## config.mk

```make
export PLATFORM = sky130hd
export DESIGN_NAME = dlts_ctrl
export DESIGN_NICKNAME = d
export VERILOG_FILES = /design/src/design/delta_list_task_scheduler_macros.svh /design/src/design/dlts_pkg.sv /design/src/design/dlts_ctrl.sv
export SDC_FILE = /design/constraint.sdc
export NUM_CORES = 1
export LEC_CHECK = 0
export ABC_AREA = 1
export ABC_CLOCK_PERIOD_IN_PS = 1200
export BUFFER_PORTS_ARGS = -buffer_cell sky130_fd_sc_hd__buf_2
export CORE_MARGIN = 2
export CORE_UTILIZATION = 40
export CTS_CLUSTER_DIAMETER = 100
export DETAILED_ROUTE_END_ITERATION = 7
export PLACE_DENSITY = 0.74
export SLEW_MARGIN = 20
export SYNTH_ARGS = -nofsm -noshare
export SYNTH_HDL_FRONTEND = slang
export SYNTH_SLANG_ARGS = --single-unit
```

## constraint.sdc

```tcl
create_clock -name i_clk -period 1.2 [get_ports i_clk]
set_input_delay 0.18 -clock i_clk [delete_from_list [all_inputs] [get_ports i_clk]]
set_output_delay 0.18 -clock i_clk [all_outputs]
set_load 0.05 [all_outputs]
```

## src/design/delta_list_task_scheduler_macros.svh

```systemverilog
// Assertion macros for the task scheduler.
`ifndef DELTA_LIST_TASK_SCHEDULER_MACROS_SVH
`define DELTA_LIST_TASK_SCHEDULER_MACROS_SVH
`ifndef SYNTH
`define DLTS_ASSERT_IMP(label, clk, rst_n, a, c) \
    label: assert property (@(posedge clk) disable iff (!rst_n) (a) |-> (c)) \
        else $error("assertion failed");
`define DLTS_ASSERT_NEXT(label, clk, rst_n, a, c) \
    label: assert property (@(posedge clk) disable iff (!rst_n) (a) |=> (c)) \
        else $error("assertion failed");
`else
`define DLTS_ASSERT_IMP(label, clk, rst_n, a, c)
`define DLTS_ASSERT_NEXT(label, clk, rst_n, a, c)
`endif
`endif

```

## src/design/dlts_pkg.sv

```systemverilog
package dlts_pkg;
    localparam int SLOTS_DEF       = 16;
    localparam int DELAY_BITS_DEF  = 32;
    localparam int ID_BITS_DEF     = 16;
    localparam int HANDLE_BITS_DEF = 8;
    localparam int OUT_ID_BITS     = 16;
    localparam int OUT_RUN_BITS    = 8;
    localparam int TARGET_BITS     = 16;

    typedef enum logic [1:0] {
        OP_ADD      = 2'd0,
        OP_DELETE   = 2'd1,
        OP_TICK     = 2'd2,
        OP_DISPATCH = 2'd3
    } t_op;

    typedef enum logic [3:0] {
        ST_IDLE,
        ST_DECODE,
        ST_ADD_SCAN,
        ST_ADD_SHIFT,
        ST_ADD_PLACE,
        ST_DEL_SCAN,
        ST_DEL_SHIFT,
        ST_TICK,
        ST_DISP_TAKE,
        ST_RESULT,
        ST_OUT
    } t_state;

    // controller -> datapath
    typedef struct packed {
        logic load_item;
        logic scan_clr;
        logic scan_step;
        logic add_split;
        logic add_shift;
        logic add_place;
        logic del_fold;
        logic del_shift;
        logic del_clear;
        logic tick_head;
        logic disp_take;
        logic load_redo;
        logic res_load;
    } t_cmd;

    // datapath -> controller
    typedef struct packed {
        logic [1:0] op;
        logic       full;
        logic       empty;
        logic       head_due;
        logic       scan_end;
        logic       scan_hit;
        logic       shift_end;
        logic       target_zero;
        logic       redo;
    } t_stat;
endpackage

```

## src/design/dlts_ctrl.sv

```systemverilog
module dlts_ctrl import dlts_pkg::*; (
    input  logic   i_clk,
    input  logic   i_rst_n,
    input  logic   i_in_valid,
    output logic   o_in_ready,
    output logic   o_out_valid,
    input  logic   i_out_ready,
    input  t_stat  i_stat,
    output t_cmd   o_cmd
);
    t_state r_state, n_state;

    always_ff @(posedge i_clk) begin
        if (!i_rst_n) begin
            r_state <= ST_IDLE;
        end else begin
            r_state <= n_state;
        end
    end

    always_comb begin
        n_state     = r_state;
        o_cmd       = '0;
        o_in_ready  = 1'b0;
        o_out_valid = 1'b0;
        case (r_state)
            ST_IDLE: begin
                o_in_ready = 1'b1;
                if (i_in_valid) begin
                    o_cmd.load_item = 1'b1;
                    n_state = ST_DECODE;
                end
            end
            ST_DECODE: begin
                o_cmd.scan_clr = 1'b1;
                case (i_stat.op)
                    OP_ADD:    n_state = i_stat.full ? ST_RESULT : ST_ADD_SCAN;
                    OP_DELETE: n_state = i_stat.target_zero ? ST_RESULT : ST_DEL_SCAN;
                    OP_TICK:   n_state = ST_TICK;
                    default:   n_state = (!i_stat.empty && i_stat.head_due)
                                         ? ST_DISP_TAKE : ST_RESULT;
                endcase
            end
            ST_ADD_SCAN: begin
                if (i_stat.scan_end) begin
                    n_state = ST_ADD_PLACE;
                end else if (i_stat.scan_hit) begin
                    o_cmd.add_split = 1'b1;
                    n_state = ST_ADD_SHIFT;
                end else begin
                    o_cmd.scan_step = 1'b1;
                end
            end
            ST_ADD_SHIFT: begin
                if (i_stat.shift_end) begin
                    n_state = ST_ADD_PLACE;
                end else begin
                    o_cmd.add_shift = 1'b1;
                end
            end
            ST_ADD_PLACE: begin
                o_cmd.add_place = 1'b1;
                n_state = ST_RESULT;
            end
            ST_DEL_SCAN: begin
                if (i_stat.scan_end) begin
                    n_state = ST_RESULT;
                end else if (i_stat.scan_hit) begin
                    o_cmd.del_fold = 1'b1;
                    n_state = ST_DEL_SHIFT;
                end else begin
                    o_cmd.scan_step = 1'b1;
                end
            end
            ST_DEL_SHIFT: begin
                if (i_stat.shift_end) begin
                    o_cmd.del_clear = 1'b1;
                    n_state = i_stat.redo ? ST_ADD_SCAN : ST_RESULT;
                    o_cmd.load_redo = i_stat.redo;
                end else begin
                    o_cmd.del_shift = 1'b1;
                end
            end
            ST_TICK: begin
                o_cmd.tick_head = 1'b1;
                n_state = ST_RESULT;
            end
            ST_DISP_TAKE: begin
                o_cmd.disp_take = 1'b1;
                o_cmd.scan_clr  = 1'b1;
                n_state = ST_DEL_SHIFT;
            end
            ST_RESULT: begin
                o_cmd.res_load = 1'b1;
                n_state = ST_OUT;
            end
            ST_OUT: begin
                o_out_valid = 1'b1;
                if (i_out_ready) begin
                    n_state = ST_IDLE;
                end
            end
            default: n_state = ST_IDLE;
        endcase
    end
endmodule

```

==> results by group, run 1 <==
Status
  • Status: aborted with a tool error
  • Failed at: clock tree synthesis
  • Log Error: [ERROR DPL-0033] detailed placement checks failed during check placement.

Floorplanning
  • Ports: 29
  • FP Rows: 13
  • DIE HEIGHT: between 40 and 50 µm
  • Starting Density: 0.437
  • Die Wd: ~42 µm

CTS
  • Cts repair resizes: 54
  • CTS sink count: 4
  • Hold_buf cts: 0
  • TritonCTS Buffers: 3
  • Post-CTS Setup Inserts: 12
  • Clock buffer depth: 2
  • H-tree Lvls: 1
  • Clk root buf: clkbuf_4

Yosys
  • Yosys warning total: 0
  • Netlist Area Pre-Place: ~580 µm²
  • Sequential share of the synthesized area: 0.137
  • Syn Area/Cell: between 5 and 6 µm²
  • Number of distinct library cells after synthesis: 18
  • Synthesized flop and latch total: 4
  • Synthesized instance count: between 100 and 150
  • Syn_nets: approximately 130

Placed design
  • Post-DP HPWL: between 1500 and 2000 µm
  • GP Congestion: approximately 0.89
  • DP Area: ~1000 µm²
  • I/O Buffers: 28
-- kinds of logic after synthesis --
family	count (synthesis)	synth area share
AOI/OAI and AO/OA	11	0.103
adders and majority gates	3	0.0644
buffers and inverters	25	0.161
DFF	4	0.137
and+or+nand+nor	67	0.534
-- metrics by stage --
stage / setup TNS, ns / hold slack (ns) / instances / worst slack [ns] / utilization
detailed placement: -2.26 / 0.458 / 171 / -0.199 / 0.749
floorplan: -0.986 / 0.340 / 110 / -0.133 / -
global placement: -1.91 / 0.454 / 171 / -0.160 / 0.749
-- Yosys cell counts --
| cell type | instances | area (µm²) |
|---|---|---|
| nand2_4 | 1 | 11.3 |
| nor2_1 | 16 | 60.1 |
| nand2_1 | 24 | 90.1 |
| o21ai_0 | 4 | 20.0 |
| nor3_1 | 2 | 10.0 |
| a21oi_1 | 5 | 25.0 |
| nor2_4 | 1 | 11.3 |
| nor4_1 | 1 | 6.26 |
| o211ai_1 | 2 | 15.0 |
| nor2_2 | 3 | 18.8 |
| nand3b_1 | 1 | 7.51 |
| inv_1 | 21 | 78.8 |
| nand3_2 | 1 | 10.0 |
| dfxtp_1 | 4 | 80.1 |
| inv_2 | 4 | 15.0 |
| ha_1 | 3 | 37.5 |
| nand3_1 | 16 | 80.1 |
| nand2_2 | 1 | 6.26 |
==> run 2: changes to the inputs <==
--- a/config.mk
+++ b/config.mk
@@ -6,13 +6,12 @@
 export NUM_CORES = 1
 export LEC_CHECK = 0
 export ABC_AREA = 1
-export ABC_CLOCK_PERIOD_IN_PS = 1200
+export ABC_CLOCK_PERIOD_IN_PS = 1550
 export BUFFER_PORTS_ARGS = -buffer_cell sky130_fd_sc_hd__buf_2
-export CORE_MARGIN = 2
-export CORE_UTILIZATION = 40
-export CTS_CLUSTER_DIAMETER = 100
+export CORE_AREA = 2 2 63 65
 export DETAILED_ROUTE_END_ITERATION = 7
-export PLACE_DENSITY = 0.74
+export DIE_AREA = 0 0 65 67
+export PLACE_DENSITY_LB_ADDON = 0.15
 export SLEW_MARGIN = 20
 export SYNTH_ARGS = -nofsm -noshare
 export SYNTH_HDL_FRONTEND = slang
==> constraint.sdc (replaced) <==
create_clock -name i_clk -period 1.55 [get_ports i_clk]
set_input_delay 0.2325 -clock i_clk [delete_from_list [all_inputs] [get_ports i_clk]]
set_output_delay 0.2325 -clock i_clk [all_outputs]
set_load 0.05 [all_outputs]
==> run 2 against run 1 <==
The run now ends clean; synthesized area stayed put; synthesized cell count unchanged.
==> results by group, run 2 <==
Critical path
  • Worst Setup Start Kind: flip-flop
  • CP required: 1.32 ns
  • Arrival time at the worst endpoint: 1.28 ns
  • Setup Crit Path Kind: reg -> out
  • CP endpoint kind: primary output
  • CP Max Fanout: 7

Global route
  • GR Overflow Total: 0
  • Largest net degree at the start of global routing: 8
  • First-pass GRT wire length: 3160 µm
  • Overall routing resource usage: 0.0935
  • Antenna violations before repair: 0
  • Vias in the first global route: between 700 and 800

Placed design
  • Post-DP HPWL: approximately 1500 µm
  • GP Congestion: 0.760
  • DP Area: 836 µm²
  • I/O Buffers: 28
  • Placed cells: ~190

Yosys
  • Cell taking the most area after synthesis: nand2_1
  • Top-count cell post-synth: nand2_1
  • Netlist Area Pre-Place: 583 µm²
  • Top cells by area, synth: nand2_1, dfxtp_1, nand3_1
  • Number of synthesized flops with an enable pin: 0
  • Post-synth top area share: 0.155
  • Top_reg_cell synth: dfxtp_1
  • Number of distinct library cells after synthesis: 18
  • Syn Area/Cell: ~5.3 µm²
  • Syn_nets: between 100 and 150
  • Synth cell count leaders: nand2_1, inv_1, nand3_1, nor2_1, a21oi_1
  • Ys async rst share: 0
  • Synthesized instance count: 110
  • Synthesized flop and latch total: 4
  • Sequential share of the synthesized area: 0.137
  • Yosys warning total: 0

Finish
  • Design area: approximately 990 µm²
  • Register area: 90.1 µm²
  • Area occupied by multi-input gates: 474 µm²
  • Biggest register: r_state
  • Synth-to-Final Area Change: 69.1%
  • # diodes: 0
  • FILL cells: 410
  • Share of post-route cells with drive strength above 1: 0.424
  • Commonest non-fill, non-tap cells in the layout: nand2_1, inv_1, buf_2
  • Leading cell type in the layout, fill and taps excluded: nand2_1
  • Post-Layout Cell Count: roughly 190
  • Nets: about 160
  • Max reg flops: 4
  • Top Registers: r_state (4)

Floorplanning
  • DIE HEIGHT: ~67 µm
  • Core Area: about 3600 µm²
  • Die Wd: approximately 65 µm
  • Starting Density: 0.162
  • Ports: 29
  • Die ar.: about 4400 µm²
  • FP Rows: 22

CTS
  • Clock slew at the register clock pins of the worst setup and hold paths: roughly 0.03 ns
  • H-tree Lvls: 1
  • CTS sink count: 4
  • CTS tree: done
  • Clock Latency Late Sink: roughly 0.21 ns
  • Clock buffer depth: 2
  • Post-CTS Setup Inserts: 0
  • TritonCTS Buffers: 3
  • Clk root buf: clkbuf_8
  • Hold_buf cts: 0

Pwr
  • Peak supply drop: between 500 and 600 µV
  • Pleak: between 0.0005 and 0.0006 µW
  • Pwr per Cell Area: ~1600 nW/µm²
  • Tot Pwr: about 1600 µW

Detailed routing
  • Routed via count: 764
  • Metal-1 WL: around 850 µm
  • DR WL/cell: roughly 9.6 µm
  • Met2 wire len: between 800 and 900 µm
  • Drt first pass iters: 4
  • Routed wl met3: 90 µm
  • Remaining DRCs: 0
  • Highest Signal Layer: met3
  • Vias per cell: around 4.0
  • WL final: between 1500 and 2000 µm
  • Drt initial violations: 19
  • Post-route ant nets: 0

Timing
  • Slew HR: 0.822
  • RSZ-0062 raised after global routing: yes
  • Skew final: 0.00236 ns
  • Period utilization: 0.976
  • Max-slew violation count: 0
  • Final Hold Vio Count: 0
  • Final Critical Period: approximately 1.5 ns
  • Max Fclk: ~660 MHz
  • Slew @ Worst Pin: about 0.27 ns
  • Endpoints failing setup: 0

Job
  • Max-capacitance violation count: 0

Min path
  • HP Class: in -> reg

Status
  • Status: completed
run 2: cell counts after synthesis:
Identical to the previous run, type by type.
run 2: path summary, 6_finish.rpt:
| check | start | end | slack (ns) | cells past startpoint |
|---|---|---|---|---|
| max | r_state[0]$_SDFFE_PN0P_ | o_cmd[1] | 0.04 | 5 |
| min reg2reg | r_state[2]$_SDFFE_PN0P_ | r_state[2]$_SDFFE_PN0P_ | 0.52 | 2 |
| min | i_rst_n | r_state[3]$_SDFFE_PN0P_ | 0.30 | 3 |
| max reg2reg | r_state[3]$_SDFFE_PN0P_ | r_state[2]$_SDFFE_PN0P_ | 0.19 | 7 |
run 2: critical path, cell delays in order, from the launching register on:
cell and delay (ns):
dfxtp_2 0.35, buf_4 0.15, nor2_4 0.15, nand2_2 0.11, nor3_4 0.13, buf_6 0.18
run 2: power by group:
group	total (µW)	internal (µW)	switching, µW
clock network	216	165	50.8
registers	226	155	71.7
logic	1110	365	749
total	1560	685	871
run 2: timing repair:
item	4_1_cts	5_1_grt
gates cloned	0	0
endpoints found under the setup margin	9	13
pin swaps	0	1
gates resized for setup	14	25
run 2: layer usage:
layer  global-route usage  vias up
li1                     -      417
met1                0.114      326
met2                0.162       21
met3               0.0338        0
met4              0.00798        0
met5                    0        -
run 2: area by class of cell:
cell class,instances,area share
clock buffers,3,0.0419
inverters,25,0.0952
multi-input cells,81,0.481
flip-flops and latches,4,0.0914
well taps,48,0.0609
repair buffers,31,0.230
run 2: cells by family (layout without fill, tap and decap cells):
logic type | after synthesis | in the layout | share of synthesized area
buf+inv | 25 | 59 | 0.161
compound gates | 11 | 11 | 0.103
simple gates | 67 | 67 | 0.534
flops | 4 | 4 | 0.137
fa+ha+maj | 3 | 3 | 0.0644
run 2: metrics by stage:
stage                     setup WS (ns)  utilization  TNS [ns]  hold WS [ns]
after global placement           0.0660        0.232         0         0.525
final                            0.0370        0.273         0         0.297
after floorplan                 -0.0558            -   -0.0558         0.403
after global routing            -0.0336        0.273   -0.0857         0.335
after CTS                       -0.0532        0.253    -0.118         0.295
after detailed placement         0.0702        0.232         0         0.517
(Power assumes the default switching activity.)
==> run 3: changes to the inputs <==
--- a/config.mk
+++ b/config.mk
@@ -5,7 +5,6 @@
 export SDC_FILE = /design/constraint.sdc
 export NUM_CORES = 1
 export LEC_CHECK = 0
-export ABC_AREA = 1
 export ABC_CLOCK_PERIOD_IN_PS = 1550
 export BUFFER_PORTS_ARGS = -buffer_cell sky130_fd_sc_hd__buf_2
 export CORE_AREA = 2 2 63 65
==> run 3 against run 2 <==
The flow now finishes with violations (negative setup slack); non-clock buffer count rose by 28; synthesized cell count fell by 9.1%; clock power rose by 4%; largest power group unchanged; highest routed layer is now met4.
==> results by group, run 3 <==
Finish
  • Leading cell type in the layout, fill and taps excluded: buf_4
  • Top Registers: r_state (4)
  • Share of post-route cells with drive strength above 1: 0.639
  • Synth-to-Final Area Change: 107%
  • Max reg flops: 4
  • FILL cells: between 300 and 400
  • Post-Layout Cell Count: 203
  • # diodes: 0
  • Nets: 174
  • Final Util: 0.384
  • Commonest non-fill, non-tap cells in the layout: buf_4, buf_2, buf_6
  • Biggest register: r_state

Job
  • Max-capacitance violation count: 0

Critical path
  • Max incr delay on CP: about 0.33 ns
  • CP Max Fanout: 6
  • CP delay by family, top: simple AND/OR/NAND/NOR gates
  • Cell Chain, Critical Path: buf_6, or2_4, nor3_4, and2_4, buf_8
  • Setup Crit Path Kind: reg -> out
  • Worst Setup Start Kind: flip-flop
  • CP endpoint kind: primary output
  • CP required: between 1 and 1.5 ns
  • Arrival time at the worst endpoint: 1.38 ns
  • Critical-path top delay cell: dfxtp_2
  • Bufs and invs on worst path: 2

Yosys
  • Syn_nets: ~120
  • Netlist Area Pre-Place: about 670 µm²
  • Ys async rst share: 0
  • Sequential share of the synthesized area: 0.120
  • Number of synthesized flops with an enable pin: 0
  • Synthesized instance count: 100
  • Synthesized flop and latch total: 4
  • Syn Area/Cell: about 6.7 µm²
  • Post-synth top area share: 0.120
  • Top-count cell post-synth: nor3_1
  • Yosys warning total: 0
  • Top cells by area, synth: dfxtp_1, nand2b_1, nor3_1
  • Synth cell count leaders: nor3_1, nand2b_1, nor2_1, nand2_1, inv_1
  • Cell taking the most area after synthesis: dfxtp_1
  • Number of distinct library cells after synthesis: 34
  • Top_reg_cell synth: dfxtp_1

CTS
  • Clock buffer depth: 2
  • Hold_buf cts: 0
  • Clk root buf: clkbuf_8
  • Clock slew at the register clock pins of the worst setup and hold paths: 0.03 ns
  • TritonCTS Buffers: 3
  • H-tree Lvls: 1
  • CTS sink count: 4
  • CTS tree: done
  • Clock Latency Late Sink: between 0.2 and 0.25 ns

Floorplanning
  • FP Rows: 22
  • Starting Density: 0.185
  • Core Area: 3610 µm²
  • Die Wd: between 60 and 70 µm
  • Die ar.: between 4000 and 5000 µm²
  • DIE HEIGHT: around 67 µm
  • Ports: 29

Min path
  • HP Class: in -> reg

Timing
  • RSZ-0062 raised after global routing: yes
  • Final Critical Period: roughly 1.6 ns
  • Slew HR: 0.750
  • Endpoints failing setup: 3
  • Final Hold Vio Count: 0
  • Slew @ Worst Pin: roughly 0.37 ns
  • Worst setup margin: -0.0629 ns
  • WHS: between 0.3 and 0.4 ns
  • Skew final: 0.00280 ns
  • Max-slew violation count: 0
  • Period utilization: 1.04
  • Max Fclk: roughly 620 MHz

Detailed routing
  • WL final: roughly 2400 µm
  • Routed via count: around 930
  • Vias per cell: roughly 4.6
  • Post-route ant nets: 0
  • Remaining DRCs: 0
  • DR WL/cell: roughly 12 µm
  • Drt first pass iters: 4
  • Drt initial violations: 31

Pwr
  • Tot Pwr: between 2000 and 2500 µW
  • Pwr per Cell Area: around 1600 nW/µm²
  • Pleak: 0.000626 µW
  • Clock Power Share: 0.104
  • Switch Pwr: slightly above 1000 µW
  • Part of the power in registers: 0.103
  • Power Internal: 1140 µW
  • Combinational group share of total power: 0.794
  • Switching Fraction: 0.475
  • Peak supply drop: approximately 360 µV

Global route
  • GR Overflow Total: 0
  • Overall routing resource usage: 0.117
  • Largest net degree at the start of global routing: 9
  • Antenna violations before repair: 0
  • Vias in the first global route: approximately 950
  • First-pass GRT wire length: 4000 µm

Placed design
  • GP Congestion: between 0.8 and 0.9
  • Pre-CTS WS: -0.0838 ns
  • I/O Buffers: 28
  • Placed cells: 192
  • Post-DP HPWL: ~1900 µm

Status
  • Status: finished with violations
  • Failing checks: negative setup slack
-- run 3: changes by cell type in the layout (fill, tap and decap cells not counted), moves of 4 or more --
cell and change:
nand3_1 -12, nor2_1 -5, buf_6 +6, buf_4 +24, inv_1 -15, nor3_1 +4, nor3_4 +4, nand2_1 -16
inv_2 -4, nand2b_1 +8
-- run 3: path summary, 6_finish.rpt --
path / cells after the start / endpoint / startpoint / slack [ns]
worst max-delay path: 5 / o_cmd[1] / r_state[3]$_SDFFE_PN0P_ / -0.06
worst min-delay path: 3 / r_state[1]$_SDFFE_PN0P_ / i_rst_n / 0.31
worst max register to register: 4 / r_state[0]$_SDFFE_PN0P_ / r_state[1]$_SDFFE_PN0P_ / 0.01
worst min register to register: 2 / r_state[0]$_SDFFE_PN0P_ / r_state[0]$_SDFFE_PN0P_ / 0.53
-- run 3: worst min-delay path, cell delays in order --
cell and delay, ns:
buf_2 0.13, inv_1 0.09, a311oi_2 0.04
-- run 3: cell families after synthesis --
family	after synthesis	share of synthesized area
buf+inv	13	0.0880
fa+ha+maj	3	0.0562
simple gates	56	0.466
flops	4	0.120
xor+xnor	1	0.0131
compound gates	23	0.257
-- run 3: final cells by class --
| type | count | area (µm²) | area share |
|---|---|---|---|
| sequential | 4 | 92.6 | 0.0669 |
| timing repair buffer | 59 | 472 | 0.341 |
| clock buffer | 3 | 41.3 | 0.0298 |
| tap | 48 | 60.1 | 0.0434 |
| inverter | 6 | 22.5 | 0.0163 |
| multi-input combinational | 83 | 696 | 0.503 |
-- run 3: stage by stage --
step / instance area [µm²] / TNS [ns]
5_1_grt: 1380 / -0.512
4_1_cts: 1300 / -0.254
3_3_place_gp: 1090 / -0.103
6_report: 1380 / -0.123
3_5_place_dp: 1090 / -0.204
2_1_floorplan: 773 / -0.489
-- run 3: power groups by stage --
stage	Combinational, µW	Clock (µW)	Sequential (µW)
6_report	1720	224	222
5_1_grt	1840	235	229
4_1_cts	1570	226	220
3_5_place_dp	1340	0	217
3_3_place_gp	1340	0	218
2_1_floorplan	1040	0	161
-- run 3: metal layers --
metal / track usage / up-vias / share of wire
met5: 0 / - / 0
met4: 0.0585 / 0 / 0.012
met3: 0.0118 / 4 / 0.033
met2: 0.206 / 25 / 0.53
met1: 0.140 / 431 / 0.42
li1: - / 469 / -
-- run 3: timing repair --
action	CTS	global route
gates resized for setup	41	15
setup buffers	4	4
pin swaps	4	5
endpoints found under the setup margin	16	17
==> run 4: changes to the inputs <==
==> constraint.sdc (replaced) <==
create_clock -name i_clk -period 1.55 [get_ports i_clk]
set_input_delay 0.465 -clock i_clk [delete_from_list [all_inputs] [get_ports i_clk]]
set_output_delay 0.465 -clock i_clk [all_outputs]
set_load 0.05 [all_outputs]
==> run 4 against run 3 <==
The flow still finishes with violations (negative setup slack); maximum frequency is 8.4% lower; hold slack better by 0.23 ns; sequential power hardly changed; final cell count is 5.4% higher; design area is 13% higher; critical path depth is 1 lower; clock skew is 0.0020 ns higher; sequential share of layout area is 0.75 points lower; utilization is 4.8 points higher; non-clock buffer count is 11 higher; largest cell class unchanged.
==> results by group, run 4 (synthesized netlist as in run 3, its figures left out) <==
Detailed routing
  • Drt first pass iters: 4
  • Drt initial violations: 17
  • Vias per cell: around 4.6
  • Routed via count: 978
  • Post-route ant nets: 0
  • DR WL/cell: about 12 µm
  • WL final: roughly 2700 µm
  • Remaining DRCs: 0

Timing
  • Endpoints failing setup: 18
  • Slew @ Worst Pin: ~0.30 ns
  • RSZ-0062 raised after global routing: yes
  • Period utilization: 1.14
  • Setup_tns: -2.71 ns
  • Final Hold Vio Count: 0
  • Skew final: ~0.0048 ns
  • Max-slew violation count: 0
  • Worst setup margin: -0.211 ns
  • WHS: between 0.5 and 0.6 ns
  • Max Fclk: between 500 and 600 MHz
  • Final Critical Period: 1.76 ns
  • Slew HR: 0.800

Status
  • Failing checks: negative setup slack
  • Status: finished with violations

Finish
  • Biggest register: r_state
  • # diodes: 0
  • Nets: 185
  • Top Registers: r_state (4)
  • Post-Layout Cell Count: ~210
  • Design area: 1560 µm²
  • Leading cell type in the layout, fill and taps excluded: buf_4
  • Share of post-route cells with drive strength above 1: 0.711
  • Commonest non-fill, non-tap cells in the layout: buf_4, buf_6, buf_2
  • Synth-to-Final Area Change: 133%
  • Max reg flops: 4

Critical path
  • CP Max Fanout: 6
  • CP required: approximately 1.1 ns
  • CP delay by family, top: simple AND/OR/NAND/NOR gates
  • Setup Crit Path Kind: reg -> out
  • Worst Setup Start Kind: flip-flop
  • Critical-path top delay cell: dfxtp_4
  • Max incr delay on CP: around 0.36 ns
  • Cell Chain, Critical Path: or2_4, nor3_4, and2_4, buf_8
  • Arrival time at the worst endpoint: 1.30 ns
  • Bufs and invs on worst path: 1
  • CP endpoint kind: primary output

Floorplanning
  • Core Area: 3610 µm²
  • FP Rows: 22
  • Die ar.: approximately 4400 µm²
  • Starting Density: 0.185
  • Ports: 29
  • DIE HEIGHT: about 67 µm
  • Die Wd: approximately 65 µm

CTS
  • TritonCTS Buffers: 3
  • CTS sink count: 4
  • Clk root buf: clkbuf_8
  • Clock slew at the register clock pins of the worst setup and hold paths: 0.04 ns
  • Clock Latency Late Sink: 0.23 ns
  • H-tree Lvls: 1
  • CTS tree: done
  • Clock buffer depth: 2

Pwr
  • Pwr per Cell Area: ~1600 nW/µm²
  • Peak supply drop: 378 µV
  • Pleak: ~0.0007 µW

Job
  • Max-capacitance violation count: 0

Placed design
  • Post-DP HPWL: around 2000 µm
  • DP Area: 1170 µm²
  • I/O Buffers: 28
  • GP Congestion: 0.796
  • Placed cells: approximately 200

Min path
  • HP Class: in -> reg

Global route
  • Vias in the first global route: 960
  • First-pass GRT wire length: between 4000 and 5000 µm
  • Largest net degree at the start of global routing: 9
  • GR Overflow Total: 0
  • Overall routing resource usage: 0.130
  • Antenna violations before repair: 0
[run 4: final cells by class]
cell class                      instances  area [µm²]
Clock buffer                            3        41.3
Fill cell                             367        2050
Inverter                                6        25.0
Multi-Input combinational cell         83         734
Sequential cell                         4        92.6
Tap cell                               48        60.1
Timing Repair Buffer                   70         604
[run 4: where the power goes]
group	internal, µW	total (µW)	switching, µW
combinational	1070	2070	1000
clock	167	233	66.7
sequential	157	219	62.3
total	1400	2530	1130
[run 4: what timing repair did]
action	4_1_cts	5_1_grt
buffers inserted	6	6
resized for setup	51	17
hold buffers	0	0
endpoints found under the setup margin	19	19
cloned	0	0
pin swaps	7	13
hold endpoints to repair	0	0
[run 4: stage by stage]
stage          worst slack (ns)  total power [µW]   util
2_1_floorplan            -0.395              1270      -
3_3_place_gp             -0.240              1720  0.325
3_5_place_dp             -0.259              1710  0.325
4_1_cts                  -0.229              2240  0.394
5_1_grt                  -0.256              2680  0.432
6_report                 -0.211              2530  0.432
[run 4: worst paths after layout]
check / start / end / slack (ns) / cells past startpoint
worst min-delay path: i_rst_n / r_state[2]$_SDFFE_PN0P_ / 0.54 / 3
worst max register to register: r_state[2]$_SDFFE_PN0P_ / r_state[0]$_SDFFE_PN0P_ / -0.12 / 5
worst max-delay path: r_state[0]$_SDFFE_PN0P_ / o_cmd[1] / -0.21 / 4
worst min register to register: r_state[0]$_SDFFE_PN0P_ / r_state[0]$_SDFFE_PN0P_ / 0.65 / 3
[run 4: per-layer routing]
layer / wire [µm] / vias to the layer above / track usage
met2: 1390 / 27 / 0.238
met4: 27 / 0 / 0.0479
met3: 112 / 2 / 0.0152
li1: - / 488 / -
met5: 0 / - / 0
met1: 1130 / 461 / 0.154
[run 4: worst min-delay path, cell delays in order]
cell	delay (ns)
buf_2	0.13
nand2_1	0.06
o22ai_1	0.06
